==> src/hw/rtl/lkv_pkg.sv <==
// Shared types and constants for the LRU key/value cache core.
// Used by the controller, the datapath and the top level; depends on nothing.
package lkv_pkg;

   // request kinds carried in req_tuser
   localparam logic ACTION_GET = 1'b0;
   localparam logic ACTION_PUT = 1'b1;

   // read value returned on a get miss and on every put
   localparam logic [31:0] MISS_VALUE = 32'hFFFF_FFFF;

   // width of the capacity register
   localparam int CAP_WIDTH = 5;

   // controller to datapath commands
   typedef struct packed {
      logic capture;   // latch the request fields
      logic lookup;    // compare the key against every entry
      logic resolve;   // locate hit, victim and read the stored value
      logic commit;    // update ranks, write back, load the result register
   } lkv_cmd_type;

   // datapath to controller status
   typedef struct packed {
      logic out_free;  // result register can take a new result this cycle
   } lkv_status_type;

endpackage

==> src/hw/rtl/lkv_ctrl.sv <==
// Sequencing state machine for the LRU key/value cache core.
// Depends on lkv_pkg for the command and status structs.
module lkv_ctrl (
   input  logic                    clock,
   input  logic                    reset,
   input  logic                    req_tvalid,
   output logic                    req_tready,
   output lkv_pkg::lkv_cmd_type    cmd,
   input  lkv_pkg::lkv_status_type status
);

   localparam logic [1:0] ST_IDLE    = 2'd0;
   localparam logic [1:0] ST_LOOKUP  = 2'd1;
   localparam logic [1:0] ST_RESOLVE = 2'd2;
   localparam logic [1:0] ST_UPDATE  = 2'd3;

   logic [1:0] state_ff;
   logic [1:0] state_in;

   // take a new request only between items
   assign req_tready = (state_ff == ST_IDLE);

   // issue one command per state; hold the update until the result slot frees
   always_comb begin
      cmd         = '0;
      state_in    = state_ff;
      case (state_ff)
         ST_IDLE: begin
            if (req_tvalid) begin
               cmd.capture = 1'b1;
               state_in    = ST_LOOKUP;
            end
         end
         ST_LOOKUP: begin
            cmd.lookup = 1'b1;
            state_in   = ST_RESOLVE;
         end
         ST_RESOLVE: begin
            cmd.resolve = 1'b1;
            state_in    = ST_UPDATE;
         end
         ST_UPDATE: begin
            if (status.out_free) begin
               cmd.commit = 1'b1;
               state_in   = ST_IDLE;
            end
         end
         default: begin
            state_in = ST_IDLE;
         end
      endcase
   end

   always_ff @(posedge clock) begin
      if (reset) begin
         state_ff <= ST_IDLE;
      end else begin
         state_ff <= state_in;
      end
   end

endmodule

==> src/hw/rtl/lkv_dpath.sv <==
// Entry storage, key compare, rank bookkeeping and result register.
// Depends on lkv_pkg for commands, status and constants.
module lkv_dpath #(
   parameter int MAX_ENTRIES = 16
) (
   input  logic                               clock,
   input  logic                               reset,
   input  lkv_pkg::lkv_cmd_type               cmd,
   output lkv_pkg::lkv_status_type            status,
   input  logic [lkv_pkg::CAP_WIDTH-1:0]      capacity,
   input  logic                               req_action,
   input  logic [31:0]                        req_key,
   input  logic [31:0]                        req_value,
   output logic                               rsp_valid,
   input  logic                               rsp_ready,
   output logic                               rsp_hit,
   output logic [31:0]                        rsp_read_value
);

   localparam int IW = (MAX_ENTRIES > 1) ? $clog2(MAX_ENTRIES) : 1;
   localparam int OW = $clog2(MAX_ENTRIES + 1);
   localparam int CW = (OW > lkv_pkg::CAP_WIDTH) ? OW : lkv_pkg::CAP_WIDTH;

   // captured request
   logic                    put_ff;
   logic [31:0]             key_ff;
   logic [31:0]             val_ff;

   // entry state
   logic [31:0]             entry_key_ff [MAX_ENTRIES];
   logic [31:0]             value_mem    [MAX_ENTRIES];
   logic [MAX_ENTRIES-1:0]  valid_ff;
   logic [MAX_ENTRIES-1:0]  valid_in;
   logic [IW-1:0]           rank_ff [MAX_ENTRIES];
   logic [IW-1:0]           rank_in [MAX_ENTRIES];
   logic [OW-1:0]           occ_ff;
   logic [OW-1:0]           occ_in;

   // per-item intermediate results
   logic [MAX_ENTRIES-1:0]  match_ff;
   logic                    hit_ff;
   logic                    hit_in;
   logic [IW-1:0]           hit_idx_ff;
   logic [IW-1:0]           hit_idx_in;
   logic [IW-1:0]           hit_rank_ff;
   logic [IW-1:0]           hit_rank_in;
   logic [MAX_ENTRIES-1:0]  evict_ff;
   logic [MAX_ENTRIES-1:0]  evict_in;
   logic [31:0]             rd_ff;

   // update-stage signals
   logic [MAX_ENTRIES-1:0]  free_vec;
   logic [IW-1:0]           free_idx;
   logic                    have_free;
   logic                    do_insert;
   logic                    evict_any;

   // effective capacity and eviction test
   logic [CW-1:0]           cap_ext;
   logic [CW-1:0]           cap_eff;
   logic                    need_evict;

   // result register
   logic                    rsp_valid_ff;
   logic                    rsp_hit_ff;
   logic [31:0]             rsp_data_ff;

   assign status.out_free = !rsp_valid_ff || rsp_ready;
   assign rsp_valid       = rsp_valid_ff;
   assign rsp_hit         = rsp_hit_ff;
   assign rsp_read_value  = rsp_data_ff;

   // latch the request
   always_ff @(posedge clock) begin
      if (cmd.capture) begin
         put_ff <= (req_action == lkv_pkg::ACTION_PUT);
         key_ff <= req_key;
         val_ff <= req_value;
      end
   end

   // compare the key against every valid entry
   always_ff @(posedge clock) begin
      if (cmd.lookup) begin
         for (int i = 0; i < MAX_ENTRIES; i++) begin
            match_ff[i] <= valid_ff[i] && (entry_key_ff[i] == key_ff);
         end
      end
   end

   // clamp capacity to 1..MAX_ENTRIES
   always_comb begin
      cap_ext = CW'(capacity);
      if (cap_ext == '0) begin
         cap_eff = CW'(1);
      end else if (cap_ext > CW'(MAX_ENTRIES)) begin
         cap_eff = CW'(MAX_ENTRIES);
      end else begin
         cap_eff = cap_ext;
      end
      need_evict = put_ff && !hit_in && (CW'(occ_ff) >= cap_eff);
   end

   // encode the hit (keys are unique, so the match is one-hot) and mark the victim
   always_comb begin
      hit_in      = |match_ff;
      hit_idx_in  = '0;
      hit_rank_in = '0;
      evict_in    = '0;
      for (int i = 0; i < MAX_ENTRIES; i++) begin
         if (match_ff[i]) begin
            hit_idx_in  = hit_idx_in | IW'(i);
            hit_rank_in = hit_rank_in | rank_ff[i];
         end
         evict_in[i] = need_evict && valid_ff[i] && (rank_ff[i] == IW'(occ_ff - OW'(1)));
      end
   end

   always_ff @(posedge clock) begin
      if (cmd.resolve) begin
         hit_ff      <= hit_in;
         hit_idx_ff  <= hit_idx_in;
         hit_rank_ff <= hit_rank_in;
         evict_ff    <= evict_in;
      end
   end

   // pick the lowest free slot once the victim is dropped
   always_comb begin
      free_vec = ~valid_ff | evict_ff;
      have_free = |free_vec;
      free_idx  = '0;
      for (int i = MAX_ENTRIES - 1; i >= 0; i--) begin
         if (free_vec[i]) begin
            free_idx = IW'(i);
         end
      end
      do_insert = put_ff && !hit_ff && have_free;
      evict_any = |evict_ff;
   end

   // next valid marks, ranks and occupancy
   always_comb begin
      for (int i = 0; i < MAX_ENTRIES; i++) begin
         valid_in[i] = valid_ff[i];
         rank_in[i]  = rank_ff[i];
         if (hit_ff) begin
            if (match_ff[i]) begin
               rank_in[i] = '0;
            end else if (valid_ff[i] && (rank_ff[i] < hit_rank_ff)) begin
               rank_in[i] = rank_ff[i] + IW'(1);
            end
         end else if (put_ff) begin
            if (evict_ff[i]) begin
               valid_in[i] = 1'b0;
               rank_in[i]  = '0;
            end
            if (do_insert && (free_idx == IW'(i))) begin
               valid_in[i] = 1'b1;
               rank_in[i]  = '0;
            end else if (do_insert && valid_in[i]) begin
               rank_in[i] = rank_ff[i] + IW'(1);
            end
         end
      end
      occ_in = occ_ff - OW'(evict_any) + OW'(do_insert);
   end

   // commit entry state
   always_ff @(posedge clock) begin
      if (reset) begin
         valid_ff <= '0;
         occ_ff   <= '0;
         for (int i = 0; i < MAX_ENTRIES; i++) begin
            rank_ff[i] <= '0;
         end
      end else if (cmd.commit) begin
         valid_ff <= valid_in;
         occ_ff   <= occ_in;
         for (int i = 0; i < MAX_ENTRIES; i++) begin
            rank_ff[i] <= rank_in[i];
         end
      end
   end

   // write the key of a new entry
   always_ff @(posedge clock) begin
      if (cmd.commit && do_insert) begin
         entry_key_ff[free_idx] <= key_ff;
      end
   end

   // value memory: read at the hit slot, write on put hit or insert
   always_ff @(posedge clock) begin
      if (cmd.resolve) begin
         rd_ff <= value_mem[hit_idx_in];
      end
      if (cmd.commit && put_ff && hit_ff) begin
         value_mem[hit_idx_ff] <= val_ff;
      end else if (cmd.commit && do_insert) begin
         value_mem[free_idx] <= val_ff;
      end
   end

   // result register: load on commit, drop on transfer
   always_ff @(posedge clock) begin
      if (reset) begin
         rsp_valid_ff <= 1'b0;
      end else if (cmd.commit) begin
         rsp_valid_ff <= 1'b1;
      end else if (rsp_ready) begin
         rsp_valid_ff <= 1'b0;
      end
   end

   always_ff @(posedge clock) begin
      if (cmd.commit) begin
         rsp_hit_ff  <= hit_ff;
         rsp_data_ff <= (hit_ff && !put_ff) ? rd_ff : lkv_pkg::MISS_VALUE;
      end
   end

endmodule

==> src/hw/rtl/lru_key_value_cache_core.sv <==
// Fully associative key/value cache with least-recently-used replacement. Each request
// is a get or a put and yields exactly one response: hit, plus the stored value on a
// get hit or all ones otherwise. The response is loaded in steps after the request
// transfer (the transfer edge captures the request, then parallel key compare, hit/victim
// resolve with the value memory read, rank update and write-back); the next request is
// taken the cycle after the response is loaded, so one request is in flight at a time;
// the update waits while an earlier response waits in the output register. The single
// value memory port and the compare/resolve/update sequence set that limit.
// capacity_in_use (byte address 0) limits how many entries are held; 0 acts as 1 and
// values above MAX_ENTRIES act as MAX_ENTRIES. Valid marks and ranks clear at reset at
// once; no clearing pass is needed. Write the capacity only while no request is in flight.
module lru_key_value_cache_core #(
   parameter int MAX_ENTRIES = 16
) (
   input  logic        clock,
   input  logic        reset,
   // request channel
   input  logic        req_tvalid,
   output logic        req_tready,
   input  logic [63:0] req_tdata,   // [31:0] key, [63:32] value
   input  logic [0:0]  req_tuser,   // [0] action (0 get, 1 put)
   // response channel
   output logic        rsp_tvalid,
   input  logic        rsp_tready,
   output logic [31:0] rsp_tdata,   // [31:0] read_value
   output logic [0:0]  rsp_tuser,   // [0] hit
   // register port
   input  logic        csr_psel,
   input  logic        csr_penable,
   input  logic        csr_pwrite,
   input  logic [2:0]  csr_paddr,
   input  logic [31:0] csr_pwdata,
   output logic [31:0] csr_prdata,
   output logic        csr_pready
);

   localparam logic REG_CAPACITY = 1'b0;

   lkv_pkg::lkv_cmd_type             cmd;
   lkv_pkg::lkv_status_type          status;
   logic [lkv_pkg::CAP_WIDTH-1:0]    cap_ff;
   logic                             csr_write;

   // register port: capacity at word 0, other words ignored
   assign csr_pready = 1'b1;
   assign csr_write  = csr_psel && csr_penable && csr_pwrite && csr_pready;

   always_ff @(posedge clock) begin
      if (reset) begin
         cap_ff <= lkv_pkg::CAP_WIDTH'(16);
      end else if (csr_write && (csr_paddr[2] == REG_CAPACITY)) begin
         cap_ff <= csr_pwdata[lkv_pkg::CAP_WIDTH-1:0];
      end
   end

   assign csr_prdata = (csr_paddr[2] == REG_CAPACITY) ?
                       {{(32 - lkv_pkg::CAP_WIDTH){1'b0}}, cap_ff} : 32'd0;

   lkv_ctrl u_ctrl (
      .clock      (clock),
      .reset      (reset),
      .req_tvalid (req_tvalid),
      .req_tready (req_tready),
      .cmd        (cmd),
      .status     (status)
   );

   lkv_dpath #(
      .MAX_ENTRIES (MAX_ENTRIES)
   ) u_dpath (
      .clock          (clock),
      .reset          (reset),
      .cmd            (cmd),
      .status         (status),
      .capacity       (cap_ff),
      .req_action     (req_tuser[0]),
      .req_key        (req_tdata[31:0]),
      .req_value      (req_tdata[63:32]),
      .rsp_valid      (rsp_tvalid),
      .rsp_ready      (rsp_tready),
      .rsp_hit        (rsp_tuser[0]),
      .rsp_read_value (rsp_tdata)
   );

endmodule

==> config.mk <==
export PLATFORM = sky130hd
export DESIGN_NAME = lru_key_value_cache_core
export DESIGN_NICKNAME = d
export VERILOG_FILES = /design/src/hw/rtl/lkv_pkg.sv /design/src/hw/rtl/lkv_ctrl.sv /design/src/hw/rtl/lkv_dpath.sv /design/src/hw/rtl/lru_key_value_cache_core.sv
export SDC_FILE = /design/constraint.sdc
export NUM_CORES = 2
export LEC_CHECK = 0
export ABC_AREA = 1
export BUFFER_PORTS_ARGS = -buffer_cell sky130_fd_sc_hd__buf_2
export CAP_MARGIN = 15
export CORE_UTILIZATION = 40
export DETAILED_ROUTE_END_ITERATION = 8
export GPL_ROUTABILITY_DRIVEN = 0
export HOLD_SLACK_MARGIN = 0.08
export SLEW_MARGIN = 0
export SYNTH_ARGS = -nofsm -noshare
export SYNTH_HDL_FRONTEND = slang
export SYNTH_HIERARCHICAL = 1
export SYNTH_SLANG_ARGS = --single-unit
==> constraint.sdc <==
create_clock -name clock -period 17.2 [get_ports clock]
set_input_delay 0 -clock clock [delete_from_list [all_inputs] [get_ports clock]]
set_output_delay 0 -clock clock [all_outputs]
set_load 0.005 [all_outputs]
Yosys cells after proc, flatten, opt, wreduce, memory -nomap -nowiden
Memory sizes are Yosys's and may differ from the RTL's. A register that Yosys moved wholly into a read port is not among the register bits.
Cells that the tools add are included.
{"block": "word_totals", "reg_bits": 168, "latch_bits": 0, "ramBits": 1088, "mem_bits_ro": 0, "in_bits": 107, "output_inout_bits": 68, "elab_cells": 531, "n_memories": 3}
{"block": "classes", "addsub": 19, "n_mul": 0, "div": 0, "magnitude_cmp": 18, "eq_ne": 52, "shifts": 0, "n_mux": 267, "n_bitwise": 35, "n_reduce_logical": 122}
{"memory": "u_dpath.entry_key_ff", "depth": 16, "word_bits": 32, "read_ports": 16, "rd_ports_with_merged_regs": 0, "write_ports": 1, "line": "lkv_dpath.sv:30", "rtl": "logic [31:0] entry_key_ff [MAX_ENTRIES];"}
{"memory": "u_dpath.value_mem", "depth": 16, "word_bits": 32, "read_ports": 1, "rd_ports_with_merged_regs": 1, "write_ports": 1, "line": "lkv_dpath.sv:31", "rtl": "logic [31:0] value_mem [MAX_ENTRIES];"}
{"memory": "u_dpath.rank_ff", "depth": 16, "word_bits": 4, "read_ports": 16, "rd_ports_with_merged_regs": 0, "write_ports": 16, "line": "lkv_dpath.sv:34", "rtl": "logic [IW-1:0] rank_ff [MAX_ENTRIES];"}
{"operator": "4-bit 2-to-1 mux", "n": 169}
{"operator": "32-bit == test", "n": 16}
{"operator": "1-bit logical AND", "n": 107}
{"operator": "1-bit 2-to-1 mux", "n": 85}
{"operator": "4-bit by 1-bit adder with 4-bit output, second input constant", "n": 16}
{"operator": "4-bit == test", "n": 16}
{"operator": "4-bit < comparator", "n": 16}
{"operator": "4-bit OR", "n": 15}
{"operator": "16-bit OR reduction", "n": 3}
{"operator": "4-bit == test, second input constant", "n": 8}
{"operator": "32-bit 2-to-1 mux", "n": 1}
{"operator": "32-bit OR reduction", "n": 1}
{"operator": "4-bit by 3-bit == test with 1-bit output, second input constant", "n": 4}
{"operator": "16-bit NOT", "n": 1}
{"operator": "1-bit OR", "n": 16}
{"operator": "16-bit OR", "n": 1}
{"operator": "5-bit 2-to-1 mux", "n": 3}
{"operator": "3-bit 2-to-1 mux", "n": 4}
{"operator": "4-bit by 2-bit == test with 1-bit output, second input constant", "n": 2}
{"operator": "2-bit 2-to-1 mux", "n": 4}
{"operator": "2-bit one-hot mux with 4 select lines", "n": 1}
{"operator": "5-bit by 1-bit adder with 5-bit output", "n": 1}
{"operator": "5-bit >= comparator", "n": 1}
{"operator": "5-bit greater-than comparator, second input constant", "n": 1}
{"operator": "15 further kinds", "n": 21}

Longest topological paths before layout
An unclocked memory read counts as a cell.
{"block": "depth", "ltp_word": 32, "ltp_mapped": 23, "depth_no_buf": 22}

By module
Netlist, hierarchy kept.
{"mod": "lkv_dpath", "instances": 1, "cells_per_inst": 4239, "area_each_um2": 54458.5, "seq_area_each_um2": 38246.7}
{"mod": "lru_key_value_cache_core", "instances": 1, "cells_per_inst": 76, "area_each_um2": 491.7, "seq_area_each_um2": 100.1}
{"mod": "lkv_ctrl", "instances": 1, "cells_per_inst": 27, "area_each_um2": 182.7, "seq_area_each_um2": 40.0}

Least setup slack after synthesis
No wires, ideal clock.
{"block": "synth_timing", "kind": "register -> register", "start": "register u_ctrl.state_ff[0]", "end": "memory u_dpath.entry_key_ff[0][0] (enable)", "setup_time_ns": 0.502, "arrival_time_ns": 5.509, "t_required_ns": 16.698, "path_slack_ns": 11.189, "path_stages_with_launch": 11, "n_path_buf": 1, "period_less_slack_ns": 6.011, "cell_sequence": "dfxtp_1 > ha_1 > nand2_1 > inv_1 > buf_2 > nand2_1 > nor2_2 > inv_2 > nor2_1 > inv_2 > nor4_1"}
{"item": "start, declared", "line": "lkv_ctrl.sv:17", "rtl": "logic [1:0] state_ff;"}
{"item": "start signal, assigned", "line": "lkv_ctrl.sv:58", "rtl": "state_ff <= state_in;"}
{"item": "end, declared", "line": "lkv_dpath.sv:30"}

Worst setup path in the final report
{"block": "layout_timing", "start": "register u_dpath.match_ff[3]", "end": "register u_dpath.rd_ff[27], read port of u_dpath.value_mem, data pin"}
{"block": "layout_between", "elab_chain_cells": 13}
{"item": "start, declared", "line": "lkv_dpath.sv:40", "rtl": "logic [MAX_ENTRIES-1:0] match_ff;"}
{"item": "start signal, assigned by index", "line": "lkv_dpath.sv:86", "rtl": "match_ff[i] <= valid_ff[i] && (entry_key_ff[i] == key_ff);"}
{"item": "2-bit 2-to-1 mux", "line": "lkv_dpath.sv:111", "rtl": "if (match_ff[i]) begin"}
{"item": "3-bit 2-to-1 mux (4 in series)", "line": "lkv_dpath.sv:111"}
{"item": "4-bit 2-to-1 mux (8 in series)", "line": "lkv_dpath.sv:111"}
{"item": "end, declared", "line": "lkv_dpath.sv:49", "rtl": "logic [31:0] rd_ff;"}
Every way passes these cells.
A chain may end at the register's enable or synchronous reset.

==> impl_metrics.json <==
{
  "cap_violations": 0,
  "rsz0062_at_grt": "false",
  "overflow": 0,
  "hp-class": "input pin to flip-flop",
  "p_leak_nw": 21.46,
  "yosysSeqAreaShare_pct": 69.63,
  "crit_required_ps": 17830,
  "end_kind": "flip-flop",
  "cts_tree": "done",
  "slowest_stage": "buf_4",
  "ys_types": 57,
  "die_h_um": 373.3,
  "die_area_mm2": 0.1393,
  "tightest_slew_ps": 1137,
  "synth_warnings": 6,
  "fin_setup_tns_ps": 0,
  "maxSlewHeadroom_pct": 24.19,
  "netlist_top_cells_area": "edfxtp_1, o21ai_0, nand2_1, nor2_1, o22ai_1",
  "synth.largest_area_cell": "edfxtp_1",
  "wire_per_inst_um": 24.55,
  "path_cells": "inv_1 -> nand4_1 -> nor2_4 -> buf_4 -> inv_6 -> buf_4 -> buf_4 -> o21ai_0 -> o221ai_1 -> o211ai_1 -> nand2_1",
  "slew_viol_final": 0,
  "crit_arrival_ps": 5520,
  "status": "complete, no violations",
  "cts_hold_buffers": 161,
  "postCtsSetupBuffers": 0,
  "seqPwrFrac_pct": 48.5,
  "die_w_um": 373.3,
  "syn_inst": 4342,
  "num_rows": 135,
  "synthFlopType": "edfxtp_1",
  "initial_utilization_pct": 40.50,
  "switchingPower_w": 0.002329,
  "hold_viol_final": 0,
  "fillers": 11950,
  "clk_pin_slew_worst_paths_ps": 60,
  "cp_max_fo": 98,
  "clock_power_share_pct": 35.6,
  "startpoint_type": "flip-flop",
  "timing.fmax_ghz": 0.2044,
  "async_reset_ff_share_pct": 0,
  "clk_latency_ps": 780,
  "post-route-drc-count": 0,
  "p_int_w": 0.005800,
  "via_count": 37160,
  "setup-violations-final": 0,
  "synth_top_cell_area_share_pct": 68.57,
  "track_usage_pct": 22.67,
  "p_sw_share_pct": 28.65,
  "numClockSinks": 1288,
  "grt_pass1_vias": 35810,
  "cts_buffer_depth": 3,
  "drt_iter0_markers": 4433,
  "crit_top_cell": "buf_4",
  "grt_max_degree": 99,
  "crit_buf_inv": 5,
  "post-route-min-period_ps": 4891,
  "hpwlAfterDp_um": 88850,
  "h-tree-depth": 4,
  "via_per_inst": 5.690,
  "ant_nets": 0,
  "yosys-top-cells-count": "edfxtp_1, nand2_1, nor2_1",
  "synth.most_common_cell": "edfxtp_1",
  "io_buffers": 117,
  "root_buffer": "clkbuf_16",
  "wirelength_um": 160300,
  "grt_pass1_wl_um": 234100,
  "ios": 175,
  "path_class": "flip-flop to flip-flop",
  "cts_resized": 0,
  "antenna_found_initial": 3,
  "drive_gt1_share_pct": 12.18,
  "synthToLayoutAreaGrowth_pct": 16.08,
  "synth_area_mm2": 0.05513,
  "cpLargestDelayFamily": "buffers and inverters",
  "synth_edf_count": 1259,
  "core_mm2": 0.1361,
  "synth.avg_cell_area_um2": 12.70,
  "numCtsBuffers": 131,
  "max_stage_delay_ps": 900,
  "synth_seq_cells": 1288,
  "fin_skew_ps": 26.68,
  "p_comb_share_pct": 15.9,
  "min_period_over_period_pct": 28.44,
  "nets": 4834,
  "ir_worst_vdd_uv": 108.6,
  "dr.pass1.iters": 8,
  "holdWs_ps": 165.1,
  "power.density_mw_per_mm2": 127.0
}
[final cells by class]
class	instances	area, um2	area share (%)
Tap cell	1781	2228	3.482
Timing Repair Buffer	383	2985	4.665
Clock buffer	157	3397	5.308
Clock inverter	78	952.2	1.488
Multi-Input combinational cell	2576	15040	23.50
Sequential cell	1288	38390	59.98
Inverter	265	1003	1.568
Antenna cell	3	7.507	0.01173
[power by group through the flow]
| stage | Combinational [W] | Clock, W | Sequential, W |
|---|---|---|---|
| 2_1_floorplan | 0.000674 | 0 | 0.00397 |
| 3_3_place_gp | 0.00123 | 0 | 0.00400 |
| 3_5_place_dp | 0.00125 | 0 | 0.00400 |
| 4_1_cts | 0.00128 | 0.00294 | 0.00394 |
| 5_1_grt | 0.00138 | 0.00306 | 0.00396 |
| 6_report | 0.00129 | 0.00289 | 0.00394 |
[state kept, by name, indices dropped and copies added, names as in the netlist]
register and count:
u_dpath/valid_ff 16, u_ctrl/state_ff 2, u_dpath/hit_rank_ff 4, u_dpath/rank_ff 64
u_dpath/put_ff 1, u_dpath/match_ff 16, u_dpath/rsp_read_value 32, u_dpath/evict_ff 16
u_dpath/hit_idx_ff 4, u_dpath/key_ff 32, u_dpath/rsp_hit 1, u_dpath/value_mem 512
u_dpath/hit_ff 1, u_dpath/rsp_valid 1, u_dpath/entry_key_ff 512, u_dpath/rd_ff 32
u_dpath/occ_ff 5, u_dpath/val_ff 32, cap_ff 5
[worst reg2reg max path: cells and delay by family, from the launching register on]
| kind | cells | cell delay [ps] |
|---|---|---|
| flip-flops | 1 | 620 |
| buffers and inverters | 5 | 3000 |
| AND/OR/NAND/NOR | 3 | 450 |
| AO/OA/AOI/OAI | 3 | 680 |
[placed cells by master (no fill, tap or decap), drive strengths merged, types with 21 or more instances in the layout]
cell and n:
a2111oi 21, nand3 97, conb 28, nor2 462, o22ai 169, ha 81
nand2 470, dlygate4sd3 161, a22o 42, inv 263, or2 79, buf 222
o221ai 65, a21oi 78, xor2 82, nor4 60, a221oi 64, o211ai 82
clkinv 61, clkbuf 157, xnor2 87, nor3 29, nand4 44, edfxtp 1259
dfxtp 29, o21ai 434
[final timing paths]
| kind | from | to | slack [ps] | cells after the start |
|---|---|---|---|---|
| worst max-delay path | u_dpath/match_ff[3] | u_dpath/rd_ff[27] | 12310 | 11 |
| worst min-delay path | req_tvalid | u_ctrl/state_ff[1] | 170 | 6 |
| worst max register to register | u_dpath/match_ff[3] | u_dpath/rd_ff[27] | 12310 | 11 |
| worst min register to register | u_dpath/valid_ff[13] | u_dpath/valid_ff[13] | 500 | 2 |
[per-stage QoR]
stage | cell area (um2) | setup slack [ps] | total power (W) | util (%) | std cells
after global routing | 63990 | 12070 | 0.008398 | 47.00 | 6528
final | 64000 | 12310 | 0.008129 | 47.01 | 6531
after global placement | 58030 | 12550 | 0.005229 | 42.63 | 6132
after floorplan | 55230 | 11190 | 0.004647 | - | 4368
after CTS | 63990 | 12450 | 0.008159 | 47.00 | 6528
after detailed placement | 58030 | 12510 | 0.005251 | 42.63 | 6132
[metal layers]
metal / vias up / part of all wire, % / track usage (%) / routed length (um)
li1: 16750 / - / - / -
met1: 18400 / 41 / 29.63 / 65670
met2: 1662 / 48 / 37.81 / 76860
met3: 353 / 7.2 / 3.388 / 11530
met4: 0 / 3.9 / 9.232 / 6260
met5: - / 0 / 0 / 0
[cells by family after synthesis]
kind of cell | synth area share (%)
fa+ha+maj | 1.875
flops | 69.63
compound gates | 12.05
other cells | 0.01362
xor+xnor | 2.685
simple gates | 10.05
buf+inv | 3.701
Power figures use the tool's default switching activity.
